[src/bnta_pkg.sv]
// ----------------------------------------------------------------------------
// bnta_pkg: shared constants and tables of the battery and thermistor averager
// Window and scale constants, fixed-point constants of the Beta equation,
// operand widths of the serial arithmetic units and the log2 fraction table.
// ----------------------------------------------------------------------------
package bnta_pkg;

   // Averaging window and converter scale.
   localparam int WINDOW         = 10;
   localparam int ADC_FULL_SCALE = 4096;
   localparam int TSUM_FULL      = ADC_FULL_SCALE * WINDOW;

   localparam int SAMPLE_W  = 12;
   localparam int SUM_W     = 16;
   localparam int COUNT_W   = 4;
   localparam int PERCENT_W = 7;
   localparam int TEMP_W    = 13;

   localparam logic [COUNT_W-1:0] COUNT_LAST  = COUNT_W'(WINDOW - 1);
   localparam logic [16:0]        WINDOW_MULT = 17'(WINDOW);

   // Configuration port.
   localparam int CSR_INDEX_W = 3;
   localparam int CSR_DATA_W  = 20;
   localparam logic [CSR_INDEX_W-1:0] REG_SERIES  = 3'd0;
   localparam logic [CSR_INDEX_W-1:0] REG_NOMINAL = 3'd1;
   localparam logic [CSR_INDEX_W-1:0] REG_BETA    = 3'd2;
   localparam logic [CSR_INDEX_W-1:0] REG_EMPTY   = 3'd3;
   localparam logic [CSR_INDEX_W-1:0] REG_FULL    = 3'd4;

   // Serial unit widths.
   localparam int LOG_ARG_W = 20;
   localparam int LOG_POS_W = 5;
   localparam int LOG_RES_W = 21;
   localparam int MUL_ARG_W = 22;
   localparam int PROD_W    = 45;
   localparam int DIV_NUM_W = 47;
   localparam int DIV_DEN_W = 36;
   localparam int DIV_CNT_W = 6;
   localparam int MUL_CNT_W = 5;

   // Beta equation constants: 2^40/298.15, ln2 in Q24 and the output offset.
   localparam logic [23:0]          LN2_Q24     = 24'd11629080;
   localparam logic [DIV_NUM_W-1:0] INV_T25_Q40 = 47'd3687780070;
   localparam logic [DIV_NUM_W-1:0] FIVE_2_44   = 47'd5 << 44;
   localparam int TEMP_MIN   = -880;
   localparam int TEMP_MAX   = 2400;
   localparam int OFFSET_NUM = 21812;

   // The numerator is biased by the lower limit so the quotient is never negative.
   localparam logic [14:0] OFFSET_BIASED = 15'(OFFSET_NUM + 5 * TEMP_MIN);
   localparam logic [DIV_NUM_W-1:0] U_LIMIT = FIVE_2_44 / 47'(OFFSET_BIASED);
   localparam logic [DIV_NUM_W-1:0] TEMP_SPAN = 47'(TEMP_MAX - TEMP_MIN);
   localparam logic [TEMP_W-1:0] TEMP_BIAS = 13'(-TEMP_MIN);
   localparam logic signed [TEMP_W-1:0] TEMP_MIN_CODE = 13'(TEMP_MIN);
   localparam logic signed [TEMP_W-1:0] TEMP_MAX_CODE = 13'(TEMP_MAX);

   localparam logic [PERCENT_W-1:0] PCT_FULL  = 7'd100;
   localparam logic [22:0]          PCT_SCALE = 23'd100;

   // log2(1 + i/32) in Q16 for i = 0..32.
   function automatic logic [16:0] log2_frac(input logic [5:0] idx);
      logic [16:0] val;
      case (idx)
         6'd0:  val = 17'd0;
         6'd1:  val = 17'd2909;
         6'd2:  val = 17'd5732;
         6'd3:  val = 17'd8473;
         6'd4:  val = 17'd11136;
         6'd5:  val = 17'd13727;
         6'd6:  val = 17'd16248;
         6'd7:  val = 17'd18704;
         6'd8:  val = 17'd21098;
         6'd9:  val = 17'd23433;
         6'd10: val = 17'd25711;
         6'd11: val = 17'd27936;
         6'd12: val = 17'd30109;
         6'd13: val = 17'd32234;
         6'd14: val = 17'd34312;
         6'd15: val = 17'd36346;
         6'd16: val = 17'd38336;
         6'd17: val = 17'd40286;
         6'd18: val = 17'd42196;
         6'd19: val = 17'd44068;
         6'd20: val = 17'd45904;
         6'd21: val = 17'd47705;
         6'd22: val = 17'd49472;
         6'd23: val = 17'd51207;
         6'd24: val = 17'd52911;
         6'd25: val = 17'd54584;
         6'd26: val = 17'd56229;
         6'd27: val = 17'd57845;
         6'd28: val = 17'd59434;
         6'd29: val = 17'd60997;
         6'd30: val = 17'd62534;
         6'd31: val = 17'd64047;
         6'd32: val = 17'd65536;
         default: val = 17'd0;
      endcase
      return val;
   endfunction

endpackage

[src/bnta_log2.sv]
// ----------------------------------------------------------------------------
// bnta_log2: serial base-2 logarithm in Q16
// Shifts the operand left one bit per cycle until the leading one reaches the
// top, then interpolates the fraction between two table entries.
// ----------------------------------------------------------------------------
module bnta_log2 import bnta_pkg::*; (
   input  logic                 clock,
   input  logic                 reset,
   input  logic                 go,
   input  logic [LOG_ARG_W-1:0] arg,
   output logic                 done,
   output logic [LOG_RES_W-1:0] result
);

   logic                 search_ff, search_in;
   logic                 calc_ff, calc_in;
   logic                 done_ff, done_in;
   logic [LOG_ARG_W-1:0] norm_ff, norm_in;
   logic [LOG_POS_W-1:0] pos_ff, pos_in;
   logic [16:0]          base_ff, base_in;
   logic [11:0]          step_ff, step_in;
   logic [10:0]          frac_ff, frac_in;
   logic [LOG_RES_W-1:0] result_ff, result_in;
   logic [4:0]           idx;
   logic [16:0]          tbl_lo, tbl_hi;
   logic [22:0]          interp;

   assign idx    = norm_ff[LOG_ARG_W-2 -: 5];
   assign tbl_lo = log2_frac({1'b0, idx});
   assign tbl_hi = log2_frac(6'({1'b0, idx} + 6'd1));
   assign interp = 23'(step_ff) * 23'(frac_ff);

   always_comb begin
      search_in = search_ff;
      calc_in   = 1'b0;
      done_in   = 1'b0;
      norm_in   = norm_ff;
      pos_in    = pos_ff;
      base_in   = base_ff;
      step_in   = step_ff;
      frac_in   = frac_ff;
      result_in = result_ff;
      if (go) begin
         norm_in   = arg;
         pos_in    = LOG_POS_W'(LOG_ARG_W - 1);
         search_in = 1'b1;
      end else if (search_ff) begin
         // Stop at the leading one; a position of zero also ends the search.
         if (norm_ff[LOG_ARG_W-1] || pos_ff == '0) begin
            search_in = 1'b0;
            calc_in   = 1'b1;
            base_in   = tbl_lo;
            step_in   = 12'(tbl_hi - tbl_lo);
            frac_in   = norm_ff[LOG_ARG_W-7 -: 11];
         end else begin
            norm_in = {norm_ff[LOG_ARG_W-2:0], 1'b0};
            pos_in  = pos_ff - 5'd1;
         end
      end else if (calc_ff) begin
         done_in   = 1'b1;
         result_in = LOG_RES_W'({pos_ff, 16'd0}) + LOG_RES_W'(base_ff)
                   + LOG_RES_W'(interp[22:11]);
      end
   end

   always_ff @(posedge clock) begin
      if (reset) begin
         search_ff <= 1'b0;
         calc_ff   <= 1'b0;
         done_ff   <= 1'b0;
      end else begin
         search_ff <= search_in;
         calc_ff   <= calc_in;
         done_ff   <= done_in;
      end
   end

   always_ff @(posedge clock) begin
      norm_ff   <= norm_in;
      pos_ff    <= pos_in;
      base_ff   <= base_in;
      step_ff   <= step_in;
      frac_ff   <= frac_in;
      result_ff <= result_in;
   end

   assign done   = done_ff;
   assign result = result_ff;

endmodule

[src/bnta_mul.sv]
// ----------------------------------------------------------------------------
// bnta_mul: bit-serial multiply by ln2 in Q24
// Takes one operand bit per cycle, most significant first, and doubles and
// adds into the product register.
// ----------------------------------------------------------------------------
module bnta_mul import bnta_pkg::*; (
   input  logic                 clock,
   input  logic                 reset,
   input  logic                 go,
   input  logic [MUL_ARG_W-1:0] arg,
   output logic                 done,
   output logic [PROD_W-1:0]    product
);

   logic                 busy_ff, busy_in;
   logic                 done_ff, done_in;
   logic [MUL_CNT_W-1:0] cnt_ff, cnt_in;
   logic [MUL_ARG_W-1:0] shreg_ff, shreg_in;
   logic [PROD_W-1:0]    acc_ff, acc_in;

   always_comb begin
      busy_in  = busy_ff;
      done_in  = 1'b0;
      cnt_in   = cnt_ff;
      shreg_in = shreg_ff;
      acc_in   = acc_ff;
      if (go) begin
         busy_in  = 1'b1;
         cnt_in   = MUL_CNT_W'(MUL_ARG_W);
         shreg_in = arg;
         acc_in   = '0;
      end else if (busy_ff) begin
         acc_in   = {acc_ff[PROD_W-2:0], 1'b0}
                  + (shreg_ff[MUL_ARG_W-1] ? PROD_W'(LN2_Q24) : '0);
         shreg_in = {shreg_ff[MUL_ARG_W-2:0], 1'b0};
         cnt_in   = cnt_ff - 1'b1;
         if (cnt_ff == MUL_CNT_W'(1)) begin
            busy_in = 1'b0;
            done_in = 1'b1;
         end
      end
   end

   always_ff @(posedge clock) begin
      if (reset) begin
         busy_ff <= 1'b0;
         done_ff <= 1'b0;
      end else begin
         busy_ff <= busy_in;
         done_ff <= done_in;
      end
   end

   always_ff @(posedge clock) begin
      cnt_ff   <= cnt_in;
      shreg_ff <= shreg_in;
      acc_ff   <= acc_in;
   end

   assign done    = done_ff;
   assign product = acc_ff;

endmodule

[src/bnta_div.sv]
// ----------------------------------------------------------------------------
// bnta_div: bit-serial restoring divider
// Brings in one dividend bit per cycle and produces one quotient bit per
// cycle; shared by the percent, Beta and temperature divisions.
// ----------------------------------------------------------------------------
module bnta_div import bnta_pkg::*; (
   input  logic                 clock,
   input  logic                 reset,
   input  logic                 go,
   input  logic [DIV_NUM_W-1:0] dividend,
   input  logic [DIV_DEN_W-1:0] divisor,
   output logic                 done,
   output logic [DIV_NUM_W-1:0] quotient
);

   logic                 busy_ff, busy_in;
   logic                 done_ff, done_in;
   logic [DIV_CNT_W-1:0] cnt_ff, cnt_in;
   logic [DIV_NUM_W-1:0] quo_ff, quo_in;
   logic [DIV_DEN_W-1:0] rem_ff, rem_in;
   logic [DIV_DEN_W-1:0] den_ff, den_in;
   logic [DIV_DEN_W:0]   trial, diff;
   logic                 fits;

   assign trial = {rem_ff, quo_ff[DIV_NUM_W-1]};
   assign fits  = trial >= {1'b0, den_ff};
   assign diff  = trial - {1'b0, den_ff};

   always_comb begin
      busy_in = busy_ff;
      done_in = 1'b0;
      cnt_in  = cnt_ff;
      quo_in  = quo_ff;
      rem_in  = rem_ff;
      den_in  = den_ff;
      if (go) begin
         busy_in = 1'b1;
         cnt_in  = DIV_CNT_W'(DIV_NUM_W);
         quo_in  = dividend;
         rem_in  = '0;
         den_in  = divisor;
      end else if (busy_ff) begin
         // The dividend register fills with quotient bits from the bottom.
         rem_in = fits ? diff[DIV_DEN_W-1:0] : trial[DIV_DEN_W-1:0];
         quo_in = {quo_ff[DIV_NUM_W-2:0], fits};
         cnt_in = cnt_ff - 1'b1;
         if (cnt_ff == DIV_CNT_W'(1)) begin
            busy_in = 1'b0;
            done_in = 1'b1;
         end
      end
   end

   always_ff @(posedge clock) begin
      if (reset) begin
         busy_ff <= 1'b0;
         done_ff <= 1'b0;
      end else begin
         busy_ff <= busy_in;
         done_ff <= done_in;
      end
   end

   always_ff @(posedge clock) begin
      cnt_ff <= cnt_in;
      quo_ff <= quo_in;
      rem_ff <= rem_in;
      den_ff <= den_in;
   end

   assign done     = done_ff;
   assign quotient = quo_ff;

endmodule

[src/battery_and_ntc_thermistor_averager.sv]
// ----------------------------------------------------------------------------
// battery_and_ntc_thermistor_averager: windowed battery and NTC temperature
// Sums battery and thermistor samples over a window and converts the window
// averages to charge percent and temperature in 1/16 degree Celsius.
// ----------------------------------------------------------------------------
// Each request on the req_ channel carries one battery and one thermistor
// sample. Requests that do not close a window are taken and give no response.
// The request that closes a window of WINDOW samples starts the conversion;
// one response then appears on the rsp_ channel. The conversion uses the
// shared serial divider (up to three divisions), the serial log unit (for
// each of four operands) and the serial multiplier. req_ready is low while a
// conversion runs. A finished response waits in the output register while
// rsp_ready is low; new requests are still taken then, and only a second
// finished response waits for the first to leave.
// Reset clears the window sums and count, drops rsp_valid and loads the
// default configuration. The csr_ port writes a register when csr_we is high;
// the user must see that it is written only while no conversion is in
// progress, as the block itself does not enforce it.
// ----------------------------------------------------------------------------
module battery_and_ntc_thermistor_averager import bnta_pkg::*; (
   input  logic                          clock,
   input  logic                          reset,
   input  logic                          req_valid,
   output logic                          req_ready,
   input  logic [SAMPLE_W-1:0]           req_battery_sample,
   input  logic [SAMPLE_W-1:0]           req_thermistor_sample,
   output logic                          rsp_valid,
   input  logic                          rsp_ready,
   output logic [PERCENT_W-1:0]          rsp_battery_percent,
   output logic signed [TEMP_W-1:0]      rsp_temperature_sixteenths,
   output logic                          rsp_temperature_out_of_range,
   input  logic                          csr_we,
   input  logic [CSR_INDEX_W-1:0]        csr_index,
   input  logic [CSR_DATA_W-1:0]         csr_wdata
);

   localparam logic [3:0] S_IDLE = 4'd0;
   localparam logic [3:0] S_PCT  = 4'd1;
   localparam logic [3:0] S_PDIV = 4'd2;
   localparam logic [3:0] S_TCHK = 4'd3;
   localparam logic [3:0] S_LOG  = 4'd4;
   localparam logic [3:0] S_MUL  = 4'd5;
   localparam logic [3:0] S_BDIV = 4'd6;
   localparam logic [3:0] S_UCHK = 4'd7;
   localparam logic [3:0] S_TDIV = 4'd8;
   localparam logic [3:0] S_OUT  = 4'd9;

   localparam logic [1:0] OP_LAST = 2'd3;

   // Configuration registers.
   logic [19:0] series_ff;
   logic [19:0] nominal_ff;
   logic [13:0] beta_ff;
   logic [11:0] empty_ff;
   logic [11:0] full_ff;

   // Sequencer and window state.
   logic [3:0]                 state_ff, state_in;
   logic [COUNT_W-1:0]         count_ff, count_in;
   logic [SUM_W-1:0]           battery_sum_ff, battery_sum_in;
   logic [SUM_W-1:0]           thermistor_sum_ff, thermistor_sum_in;
   logic                       rsp_valid_ff, rsp_valid_in;
   logic                       log_go_ff, log_go_in;
   logic                       mul_go_ff, mul_go_in;
   logic                       div_go_ff, div_go_in;

   // Working values of one conversion.
   logic [SUM_W-1:0]           bat_win_ff, bat_win_in;
   logic [SUM_W-1:0]           thm_win_ff, thm_win_in;
   logic [PERCENT_W-1:0]       pct_ff, pct_in;
   logic signed [TEMP_W-1:0]   temp_ff, temp_in;
   logic                       oor_ff, oor_in;
   logic signed [22:0]         lacc_ff, lacc_in;
   logic                       lneg_ff, lneg_in;
   logic [1:0]                 op_ff, op_in;
   logic [DIV_NUM_W-1:0]       u_ff, u_in;
   logic [LOG_ARG_W-1:0]       log_arg_ff, log_arg_in;
   logic [MUL_ARG_W-1:0]       mul_arg_ff, mul_arg_in;
   logic [DIV_NUM_W-1:0]       div_num_ff, div_num_in;
   logic [DIV_DEN_W-1:0]       div_den_ff, div_den_in;
   logic [PERCENT_W-1:0]       rsp_pct_ff, rsp_pct_in;
   logic signed [TEMP_W-1:0]   rsp_temp_ff, rsp_temp_in;
   logic                       rsp_oor_ff, rsp_oor_in;

   // Unit results.
   logic                       log_done;
   logic [LOG_RES_W-1:0]       log_res;
   logic                       mul_done;
   logic [PROD_W-1:0]          mul_prod;
   logic                       div_done;
   logic [DIV_NUM_W-1:0]       div_quo;

   // Datapath helpers.
   logic                       req_fire;
   logic [SUM_W-1:0]           bat_next, thm_next;
   logic [16:0]                empty_w, full_w, pct_den;
   logic [17:0]                pct_num;
   logic                       num_pos, num_ge;
   logic [22:0]                num100;
   logic [20:0]                thm_den;
   logic                       thm_over;
   logic [LOG_ARG_W-1:0]       log_pick;
   logic signed [22:0]         log_ext, lacc_next, lacc_mag;
   logic [DIV_NUM_W-1:0]       quot47, quot_signed, u_calc;
   logic [47:0]                u_scaled;
   logic [DIV_NUM_W-1:0]       tnum;
   logic [DIV_DEN_W-1:0]       tden;
   logic [13:0]                beta_eff;

   assign req_fire = req_valid && req_ready;
   assign bat_next = battery_sum_ff + SUM_W'(req_battery_sample);
   assign thm_next = thermistor_sum_ff + SUM_W'(req_thermistor_sample);

   assign empty_w = 17'(empty_ff) * WINDOW_MULT;
   assign full_w  = 17'(full_ff) * WINDOW_MULT;
   assign pct_den = full_w - empty_w;
   assign pct_num = 18'(bat_win_ff) - 18'(empty_w);
   assign num_pos = !pct_num[17] && (pct_num != '0);
   assign num_ge  = pct_num[16:0] >= pct_den;
   assign num100  = 23'(pct_num[15:0]) * PCT_SCALE;

   assign thm_over = 21'(thm_win_ff) >= 21'(TSUM_FULL);
   assign thm_den  = 21'(TSUM_FULL) - 21'(thm_win_ff);

   always_comb begin
      case (op_ff)
         2'd0:    log_pick = LOG_ARG_W'(thm_win_ff);
         2'd1:    log_pick = thm_den[LOG_ARG_W-1:0];
         default: log_pick = nominal_ff;
      endcase
   end

   // The first two logs add, the last two subtract.
   assign log_ext   = $signed({2'b00, log_res});
   assign lacc_next = op_ff[1] ? (lacc_ff - log_ext) : (lacc_ff + log_ext);
   assign lacc_mag  = lacc_next[22] ? -lacc_next : lacc_next;

   assign quot47      = {2'b00, div_quo[PROD_W-1:0]};
   assign quot_signed = lneg_ff ? (~quot47 + 47'd1) : quot47;
   assign u_calc      = INV_T25_Q40 + quot_signed;

   assign u_scaled = 48'(u_ff[32:0]) * 48'(OFFSET_BIASED);
   assign tnum     = FIVE_2_44 - u_scaled[DIV_NUM_W-1:0];
   assign tden     = DIV_DEN_W'({u_ff[32:0], 2'b00}) + DIV_DEN_W'(u_ff[32:0]);

   assign beta_eff = (beta_ff == '0) ? 14'd1 : beta_ff;

   always_ff @(posedge clock) begin
      if (reset) begin
         series_ff  <= 20'd10000;
         nominal_ff <= 20'd30000;
         beta_ff    <= 14'd3950;
         empty_ff   <= 12'd2048;
         full_ff    <= 12'd2607;
      end else if (csr_we) begin
         unique case (csr_index)
            REG_SERIES:  series_ff  <= csr_wdata;
            REG_NOMINAL: nominal_ff <= csr_wdata;
            REG_BETA:    beta_ff    <= csr_wdata[13:0];
            REG_EMPTY:   empty_ff   <= csr_wdata[11:0];
            REG_FULL:    full_ff    <= csr_wdata[11:0];
            default: ;
         endcase
      end
   end

   always_comb begin
      state_in          = state_ff;
      count_in          = count_ff;
      battery_sum_in    = battery_sum_ff;
      thermistor_sum_in = thermistor_sum_ff;
      rsp_valid_in      = rsp_valid_ff;
      log_go_in         = 1'b0;
      mul_go_in         = 1'b0;
      div_go_in         = 1'b0;
      bat_win_in        = bat_win_ff;
      thm_win_in        = thm_win_ff;
      pct_in            = pct_ff;
      temp_in           = temp_ff;
      oor_in            = oor_ff;
      lacc_in           = lacc_ff;
      lneg_in           = lneg_ff;
      op_in             = op_ff;
      u_in              = u_ff;
      log_arg_in        = log_arg_ff;
      mul_arg_in        = mul_arg_ff;
      div_num_in        = div_num_ff;
      div_den_in        = div_den_ff;
      rsp_pct_in        = rsp_pct_ff;
      rsp_temp_in       = rsp_temp_ff;
      rsp_oor_in        = rsp_oor_ff;

      if (rsp_valid_ff && rsp_ready) begin
         rsp_valid_in = 1'b0;
      end

      unique case (state_ff)
         S_IDLE: begin
            if (req_fire) begin
               if (count_ff == COUNT_LAST) begin
                  bat_win_in        = bat_next;
                  thm_win_in        = thm_next;
                  battery_sum_in    = '0;
                  thermistor_sum_in = '0;
                  count_in          = '0;
                  state_in          = S_PCT;
               end else begin
                  battery_sum_in    = bat_next;
                  thermistor_sum_in = thm_next;
                  count_in          = count_ff + 1'b1;
               end
            end
         end
         S_PCT: begin
            state_in = S_TCHK;
            if (full_ff <= empty_ff) begin
               pct_in = (17'(bat_win_ff) >= full_w) ? PCT_FULL : '0;
            end else if (!num_pos) begin
               pct_in = '0;
            end else if (num_ge) begin
               pct_in = PCT_FULL;
            end else begin
               div_num_in = DIV_NUM_W'(num100);
               div_den_in = DIV_DEN_W'(pct_den);
               div_go_in  = 1'b1;
               state_in   = S_PDIV;
            end
         end
         S_PDIV: begin
            if (div_done) begin
               pct_in   = div_quo[PERCENT_W-1:0];
               state_in = S_TCHK;
            end
         end
         S_TCHK: begin
            if (thm_win_ff == '0 || series_ff == '0) begin
               temp_in  = TEMP_MAX_CODE;
               oor_in   = 1'b1;
               state_in = S_OUT;
            end else if (thm_over || nominal_ff == '0) begin
               temp_in  = TEMP_MIN_CODE;
               oor_in   = 1'b1;
               state_in = S_OUT;
            end else begin
               log_arg_in = series_ff;
               log_go_in  = 1'b1;
               op_in      = '0;
               lacc_in    = '0;
               state_in   = S_LOG;
            end
         end
         S_LOG: begin
            if (log_done) begin
               lacc_in = lacc_next;
               if (op_ff == OP_LAST) begin
                  mul_arg_in = lacc_mag[MUL_ARG_W-1:0];
                  lneg_in    = lacc_next[22];
                  mul_go_in  = 1'b1;
                  state_in   = S_MUL;
               end else begin
                  op_in      = op_ff + 1'b1;
                  log_arg_in = log_pick;
                  log_go_in  = 1'b1;
               end
            end
         end
         S_MUL: begin
            if (mul_done) begin
               div_num_in = DIV_NUM_W'(mul_prod);
               div_den_in = DIV_DEN_W'(beta_eff);
               div_go_in  = 1'b1;
               state_in   = S_BDIV;
            end
         end
         S_BDIV: begin
            if (div_done) begin
               u_in     = u_calc;
               state_in = S_UCHK;
            end
         end
         S_UCHK: begin
            if (u_ff[DIV_NUM_W-1] || u_ff == '0) begin
               temp_in  = TEMP_MAX_CODE;
               oor_in   = 1'b1;
               state_in = S_OUT;
            end else if (u_ff > U_LIMIT) begin
               // Inverse temperature this large means below the lower limit.
               temp_in  = TEMP_MIN_CODE;
               oor_in   = 1'b1;
               state_in = S_OUT;
            end else begin
               div_num_in = tnum;
               div_den_in = tden;
               div_go_in  = 1'b1;
               state_in   = S_TDIV;
            end
         end
         S_TDIV: begin
            if (div_done) begin
               if (div_quo > TEMP_SPAN) begin
                  temp_in = TEMP_MAX_CODE;
                  oor_in  = 1'b1;
               end else begin
                  temp_in = $signed(div_quo[TEMP_W-1:0] - TEMP_BIAS);
                  oor_in  = 1'b0;
               end
               state_in = S_OUT;
            end
         end
         S_OUT: begin
            if (!rsp_valid_ff || rsp_ready) begin
               rsp_pct_in   = pct_ff;
               rsp_temp_in  = temp_ff;
               rsp_oor_in   = oor_ff;
               rsp_valid_in = 1'b1;
               state_in     = S_IDLE;
            end
         end
         default: begin
            state_in = S_IDLE;
         end
      endcase
   end

   always_ff @(posedge clock) begin
      if (reset) begin
         state_ff          <= S_IDLE;
         count_ff          <= '0;
         battery_sum_ff    <= '0;
         thermistor_sum_ff <= '0;
         rsp_valid_ff      <= 1'b0;
         log_go_ff         <= 1'b0;
         mul_go_ff         <= 1'b0;
         div_go_ff         <= 1'b0;
      end else begin
         state_ff          <= state_in;
         count_ff          <= count_in;
         battery_sum_ff    <= battery_sum_in;
         thermistor_sum_ff <= thermistor_sum_in;
         rsp_valid_ff      <= rsp_valid_in;
         log_go_ff         <= log_go_in;
         mul_go_ff         <= mul_go_in;
         div_go_ff         <= div_go_in;
      end
   end

   always_ff @(posedge clock) begin
      bat_win_ff  <= bat_win_in;
      thm_win_ff  <= thm_win_in;
      pct_ff      <= pct_in;
      temp_ff     <= temp_in;
      oor_ff      <= oor_in;
      lacc_ff     <= lacc_in;
      lneg_ff     <= lneg_in;
      op_ff       <= op_in;
      u_ff        <= u_in;
      log_arg_ff  <= log_arg_in;
      mul_arg_ff  <= mul_arg_in;
      div_num_ff  <= div_num_in;
      div_den_ff  <= div_den_in;
      rsp_pct_ff  <= rsp_pct_in;
      rsp_temp_ff <= rsp_temp_in;
      rsp_oor_ff  <= rsp_oor_in;
   end

   bnta_log2 u_log2 (
      .clock  (clock),
      .reset  (reset),
      .go     (log_go_ff),
      .arg    (log_arg_ff),
      .done   (log_done),
      .result (log_res)
   );

   bnta_mul u_mul (
      .clock   (clock),
      .reset   (reset),
      .go      (mul_go_ff),
      .arg     (mul_arg_ff),
      .done    (mul_done),
      .product (mul_prod)
   );

   bnta_div u_div (
      .clock    (clock),
      .reset    (reset),
      .go       (div_go_ff),
      .dividend (div_num_ff),
      .divisor  (div_den_ff),
      .done     (div_done),
      .quotient (div_quo)
   );

   assign req_ready                    = (state_ff == S_IDLE);
   assign rsp_valid                    = rsp_valid_ff;
   assign rsp_battery_percent          = rsp_pct_ff;
   assign rsp_temperature_sixteenths   = rsp_temp_ff;
   assign rsp_temperature_out_of_range = rsp_oor_ff;

`ifndef SYNTH
   a_window_clear: assert property (@(posedge clock) disable iff (reset)
      (req_valid && req_ready && count_ff == COUNT_LAST) |=>
      (count_ff == '0 && battery_sum_ff == '0 && thermistor_sum_ff == '0))
      else $error("window sums not cleared after the closing request");

   a_count_hold: assert property (@(posedge clock) disable iff (reset)
      !(req_valid && req_ready) |=> $stable(count_ff))
      else $error("sample count moved without an accepted request");

   a_rsp_range: assert property (@(posedge clock) disable iff (reset)
      rsp_valid |-> (rsp_battery_percent <= PCT_FULL &&
      (rsp_temperature_out_of_range ||
      (rsp_temperature_sixteenths >= TEMP_MIN_CODE &&
       rsp_temperature_sixteenths <= TEMP_MAX_CODE))))
      else $error("response value outside its range");
`endif

endmodule
[config.mk]
export PLATFORM = sky130hd
export DESIGN_NAME = battery_and_ntc_thermistor_averager
export DESIGN_NICKNAME = d
export VERILOG_FILES = /design/src/bnta_pkg.sv /design/src/bnta_log2.sv /design/src/bnta_mul.sv /design/src/bnta_div.sv /design/src/battery_and_ntc_thermistor_averager.sv
export SDC_FILE = /design/constraint.sdc
export NUM_CORES = 2
export LEC_CHECK = 0
export ABC_AREA = 1
export BUFFER_PORTS_ARGS = -buffer_cell sky130_fd_sc_hd__buf_4
export CAP_MARGIN = 20
export CORE_MARGIN = 2
export CORE_UTILIZATION = 40
export DETAILED_ROUTE_END_ITERATION = 10
export GPL_ROUTABILITY_DRIVEN = 0
export GPL_TIMING_DRIVEN = 0
export SLEW_MARGIN = 10
export SYNTH_ARGS = -nofsm -noshare
export SYNTH_HDL_FRONTEND = slang
export SYNTH_HIERARCHICAL = 1
export SYNTH_SLANG_ARGS = --single-unit
[constraint.sdc]
create_clock -name clock -period 15.5 [get_ports clock]
set_clock_uncertainty 0.1 [all_clocks]
set_input_delay 3.1 -clock clock [delete_from_list [all_inputs] [get_ports clock]]
set_output_delay 3.1 -clock clock [all_outputs]
set_load 0.05 [all_outputs]
Yosys cells after proc, flatten, opt, wreduce, memory -nomap -nowiden
Memory sizes are Yosys's and may differ from the RTL's. A register that Yosys moved wholly into a read port is not among the register bits.
Cells that the tools add are included.

operators by class
  add/subtract/negate cells = 24
  $mul = 5
  div/mod/pow operators = 0
  magnitude comparators = 7
  equal/unequal tests = 39
  shifts and indexed selects = 0
  mux-type cells = 112
  bitwise operators = 8
  reductions and logical operators = 52

operator list
  operator                                                                 number
  47-bit 2-to-1 mux                                                        9
  36-bit 2-to-1 mux                                                        7
  47-bit case mux with 3 select lines                                      1
  20-bit 2-to-1 mux                                                        7
  36-bit case mux with 3 select lines                                      1
  23-bit 2-to-1 mux                                                        4
  20-bit case mux with 2 select lines                                      2
  13-bit 2-to-1 mux                                                        6
  22-bit 2-to-1 mux                                                        3
  4-bit 2-to-1 mux                                                         12
  32-bit by 47-bit adder with 47-bit output (first input constant)         1
  47-bit by 1-bit adder with 47-bit output (second input constant)         1
  47-bit by 12-bit > comparator with 1-bit output (second input constant)  1
  47-bit by 33-bit > comparator with 1-bit output (second input constant)  1
  47-bit zero test                                                         1
  45-bit inverter with 47-bit output                                       1
  47-bit subtractor (first input constant)                                 1
  23-bit case mux with 2 select lines                                      1
  45-bit adder                                                             1
  33-bit by 13-bit multiplier with 45-bit output (second input constant)   1
  20-bit zero test                                                         2
  4-bit case mux with 10 select lines                                      1
  13-bit case mux with 3 select lines                                      1
  1-bit 2-to-1 mux                                                         38
  other kinds (70)                                                         143

word-level totals
  register bits after elaboration = 684
  latch bits = 0
  memory bits (writable) = 0
  ROM bits = 1600
  input port bits = 52
  output and inout port bits = 23
  word-level logic and storage cells = 298
  memories = 2

memory list
  memory           depth  width  rd ports  clocked after memory_dff  write ports  line            text
  (no name shown)  64     17     1         0                         0            bnta_pkg.sv:64  case (idx)
  (no name shown)  32     16     1         1                         0            bnta_pkg.sv:64

Logic depth before layout (Yosys ltp)
  word-level depth = 7
  mapped depth = 33
  gate-level depth less buffers = 33

Cells and area by module
Netlist, hierarchy kept.

by module, submodules not included
  module                               times used  cells each  area each (µm²)  seq. area each (µm²)
  battery_and_ntc_thermistor_averager  1           4371        33184.3          10610.2
  bnta_log2                            1           1382        10900.5          2882.8
  bnta_div                             1           1106        8080.2           3373.2
  bnta_mul                             1           637         4276.6           1641.6

Worst setup path after synthesis
Ideal clock, no wire load.

  kind = register to register
  start = register empty_ff[1]
  end = register div_den_ff[0] (enable)
  setup time = 0.536 ns
  data arrival time = 7.354 ns
  required time = 14.864 ns
  slack = 7.511 ns
  stages on the path, launching flop included = 29
  path buffers = 0
  period minus slack after synthesis = 7.989 ns
  cells stage by stage = dfxtp_1 ha_1 ha_1 fa_1 nand3_1 nand3_1 xnor2_1 ha_1 nand2_1 inv_1 a21oi_1 nand2_1 nand3_1 nand2_1 nand2_1 xor2_1 inv_1 ha_1 nand4_1 nor2_1 nand3_1 nor2_1 nand3_1 nand2_1 inv_1 nand2_1 nor2_1 nand2_1 o21ai_1

between the ends
  word-level cells in the longest chain between the ends = 6
  elaborated cells between the ends (all ways) = 12
  those cells by class = 2 x add/sub; 1 x mul; 2 x order compare; 3 x eq/ne; 4 x reduce/logical

ends and longest elaborated chain
  item                                                                                    line                                        text
  start, declared                                                                         battery_and_ntc_thermistor_averager.sv:54   logic [11:0] empty_ff;
  start signal, assigned                                                                  battery_and_ntc_thermistor_averager.sv:160  REG_EMPTY: empty_ff <= csr_wdata[11:0];
  branches (longest 5 deep; another with 16-bit by 16-bit subtractor with 17-bit output)  -
  7-bit AND reduction (no line) (*)                                                       -
  end signal, assigned                                                                    battery_and_ntc_thermistor_averager.sv:360  div_den_ff <= div_den_in;
  end, declared                                                                           battery_and_ntc_thermistor_averager.sv:80   logic [DIV_DEN_W-1:0] div_den_ff, div_den_in;

Mark *: on every way between the ends.
A chain may end at the register's enable or synchronous reset.

Worst setup path in the final report
  start = register u_log2.step_ff[2]
  end = register u_log2.result_ff[20] (netlist: u_log2/result[20]) (data pin)

between the ends
  word-level cells in the longest chain between the ends = 2

ends and longest elaborated chain
  item                                            line             text
  start, declared                                 bnta_log2.sv:21  logic [11:0] step_ff, step_in;
  start signal, assigned                          bnta_log2.sv:82  step_ff <= step_in;
  12-bit by 11-bit multiplier with 23-bit output  bnta_log2.sv:31  assign interp = 23'(step_ff) * 23'(frac_ff);
  21-bit by 12-bit adder with 21-bit output       bnta_log2.sv:62  + LOG_RES_W'(interp[22:11]);
  end signal, assigned                            bnta_log2.sv:84  result_ff <= result_in;
  end, declared                                   bnta_log2.sv:23  logic [LOG_RES_W-1:0] result_ff, result_in;

No other way between the ends.

==> out/summary.txt <==
Number of buffers on the longest clock path - 3
Synth top area cells - edfxtp_1 (24%), nand2_1 (13%), ha_1 (12%)
TritonCTS Buffers - 78
Total Routed Length - 166000 µm
Cts hold-fix bufs - 0
Crit share post-route - 48.1%
H-tree levels - 3
Area grow syn2layout - 10.7%
Finished Core Util - 44.7%
Clock sink total - 696
Vias in the first global route - 46914
FMAX - 0.134 GHz
HP Class - reg2reg
Post-synth ARST share - 0%
Power density over cell area - 99.3 nW/µm²
Post-cts sizing count - 0
Layout cells sized above 1 - 6.32%
Layout fillers - 14055
CTS tree - done
Status - completed
Max Cap Violations - 0
LEAKAGE - 29.6 nW
Worst Path Class, Setup - reg2reg
Post-Route Setup TNS - 0 ps
Commonest non-fill, non-tap cells in the layout - nand2_1 (1971), inv_1 (1137), nor2_1 (662)
Mean Syn Cell Area - 7.53 µm²
Total power - 6.20 mW
Most common cell on crit path - nand2_1
Worst EP required - 15810 ps
Placed Area - 59600 µm²
Grt met1 use - 31.2%
Clock latency on the worst-skew pair - 690 ps
CP peak stage delay - 590 ps
Cells after Synth - 7496
Crit path arrival time - 7760 ps
Iteration count of the initial detailed-routing pass - 6
Worst path slowest cell - clkbuf_1
Final setup violation count - 0
Chip height - 380 µm
Avg WL per Cell - 17.2 µm
Die area - 144000 µm²
Post-route cell area - 62500 µm²
Crit path max fanout - 10
Worst slew pin tran - 1060 ps
CTS Root Cell - clkbuf_16
Relative slew slack - 29.1%
Nature of the critical path endpoint - flop
Yosys reg bits - 696
Cell area after synthesis - 56400 µm²
First-pass GRT wire length - 257000 µm
Initial core utilization - 40.4%
Unrepaired setup endpoints after global routing - false
Post-synthesis cell type count - 79
Largest net degree at the start of global routing - 39
Post-synthesis sequential area ratio - 32.8%
Maximum VDD drop - 0.0879 mV
GR Util met3 - 2.62%
Worst path bufs/invs - 4
Std cell rows - 137
DRT antenna net count - 0
Total gr overflow - 0
Final Max Slew Viols - 0
Residual DRC count - 0
GR peak layer - met2
Die X - 380 µm
YS warnings - 6
Core box area - 140000 µm²
Gr usage total - 22.3%
Vias - 49761
CP Launch Type - flop
Initial antenna violation count - 3
Hpwl dp - 135000 µm
Synth area leader - edfxtp_1
Initial DRC Count - 4071
Drt via density - 5.18
GR met2 Demand/Resource - 36.0%
# port buffers - 74
Final hold vios - 0
CP delay by family, top - adder cells
Dominant synthesized flop cell - edfxtp_1
Minimum clock period - 7450 ps
Yosys top cell area share - 24.3%
Commonest non-fill, non-tap cell in the layout - nand2_1
Net count reported at finish - 8396
Clock transition at the registers of the reported paths - 60 ps
EDFF count, synth - 457
Ant. Diodes - 0
# Post-CTS Setup Buffers - 0
Ports - 75
-- synth_stat cells (all sizes together) (105+ instances only) --
cell,n
a21oi,384
clkbuf,105
dfxtp,239
edfxtp,457
fa,130
ha,543
inv,1161
nand2,2018
nand3,475
nor2,710
o21ai,335
xor2,203
-- cell families after synthesis --
kind of cell    synth area share (%)
compound gates                  9.71
flops                           32.8
buf+inv                         9.25
other cells                  0.00664
fa+ha+maj                       16.6
simple gates                    26.9
xor+xnor                        4.65
-- worst register-to-register path: cells and delay by family, from the launching register on --
kind	cells	cell delay [ps]
fa+ha+maj	7	3340
simple gates	11	1360
compound gates	2	1060
buf+inv	4	790
flops	1	390
xor+xnor	1	160
-- worst paths after layout --
| path | end | cells after the start | slack (ps) | from |
|---|---|---|---|---|
| worst max register to register | u_log2/result[20]$_DFFE_PP_ | 25 | 8050 | u_log2/step_ff[2]$_DFFE_PP_ |
| worst max-delay path | u_log2/result[20]$_DFFE_PP_ | 25 | 8050 | u_log2/step_ff[2]$_DFFE_PP_ |
| worst min register to register | u_log2/base_ff[13]$_DFFE_PP_ | 0 | 310 | u_log2/tbl_lo[13]$_DFF_P_ |
| worst min-delay path | u_log2/base_ff[13]$_DFFE_PP_ | 0 | 310 | u_log2/tbl_lo[13]$_DFF_P_ |
-- metal layers --
layer	wire, µm	share of wire [%]	vias up
met1	76100	46	23200
met5	0	0	-
met4	4390	2.6	0
met3	10600	6.4	252
met2	74700	45	1485
li1	-	-	24824
-- sequential cells by signal (all words and copies together) (netlist names), 23 cells and up --
name	cells
u_div/den_ff	36
u_ff	47
u_div/quotient	47
u_div/rem_ff	36
lacc_ff	23
u_mul/product	42
div_den_ff	36
div_num_ff	47
-- power breakdown --
| group | switching (mW) | internal, mW | leakage [nW] |
|---|---|---|---|
| logic | 1.20 | 0.666 | 22.2 |
| registers | 0.103 | 2.19 | 6.07 |
| clock network | 0.832 | 1.21 | 1.38 |
| total | 2.14 | 4.07 | 29.6 |
-- metrics by stage --
stage / instances / hold WS (ps) / setup slack (ps)
2_1_floorplan: 7498 / 286 / 7510
3_3_place_gp: 9448 / 289 / 4030
3_5_place_dp: 9466 / 290 / 8160
4_1_cts: 9610 / 303 / 8120
5_1_grt: 9611 / 310 / 7590
6_report: 9611 / 306 / 8050
-- final cells by class --
cell class / instances / area, µm² / share of cell area, %
clock buffer: 89 / 2060 / 3.29
multi-input combinational: 5471 / 32800 / 52.4
sequential: 696 / 18500 / 29.6
buffer: 162 / 835 / 1.34
timing repair buffer: 93 / 802 / 1.28
clock inverter: 55 / 793 / 1.27
inverter: 1169 / 4390 / 7.02
tap: 1876 / 2350 / 3.76
No activity file was read; power rests on OpenSTA's default activity.
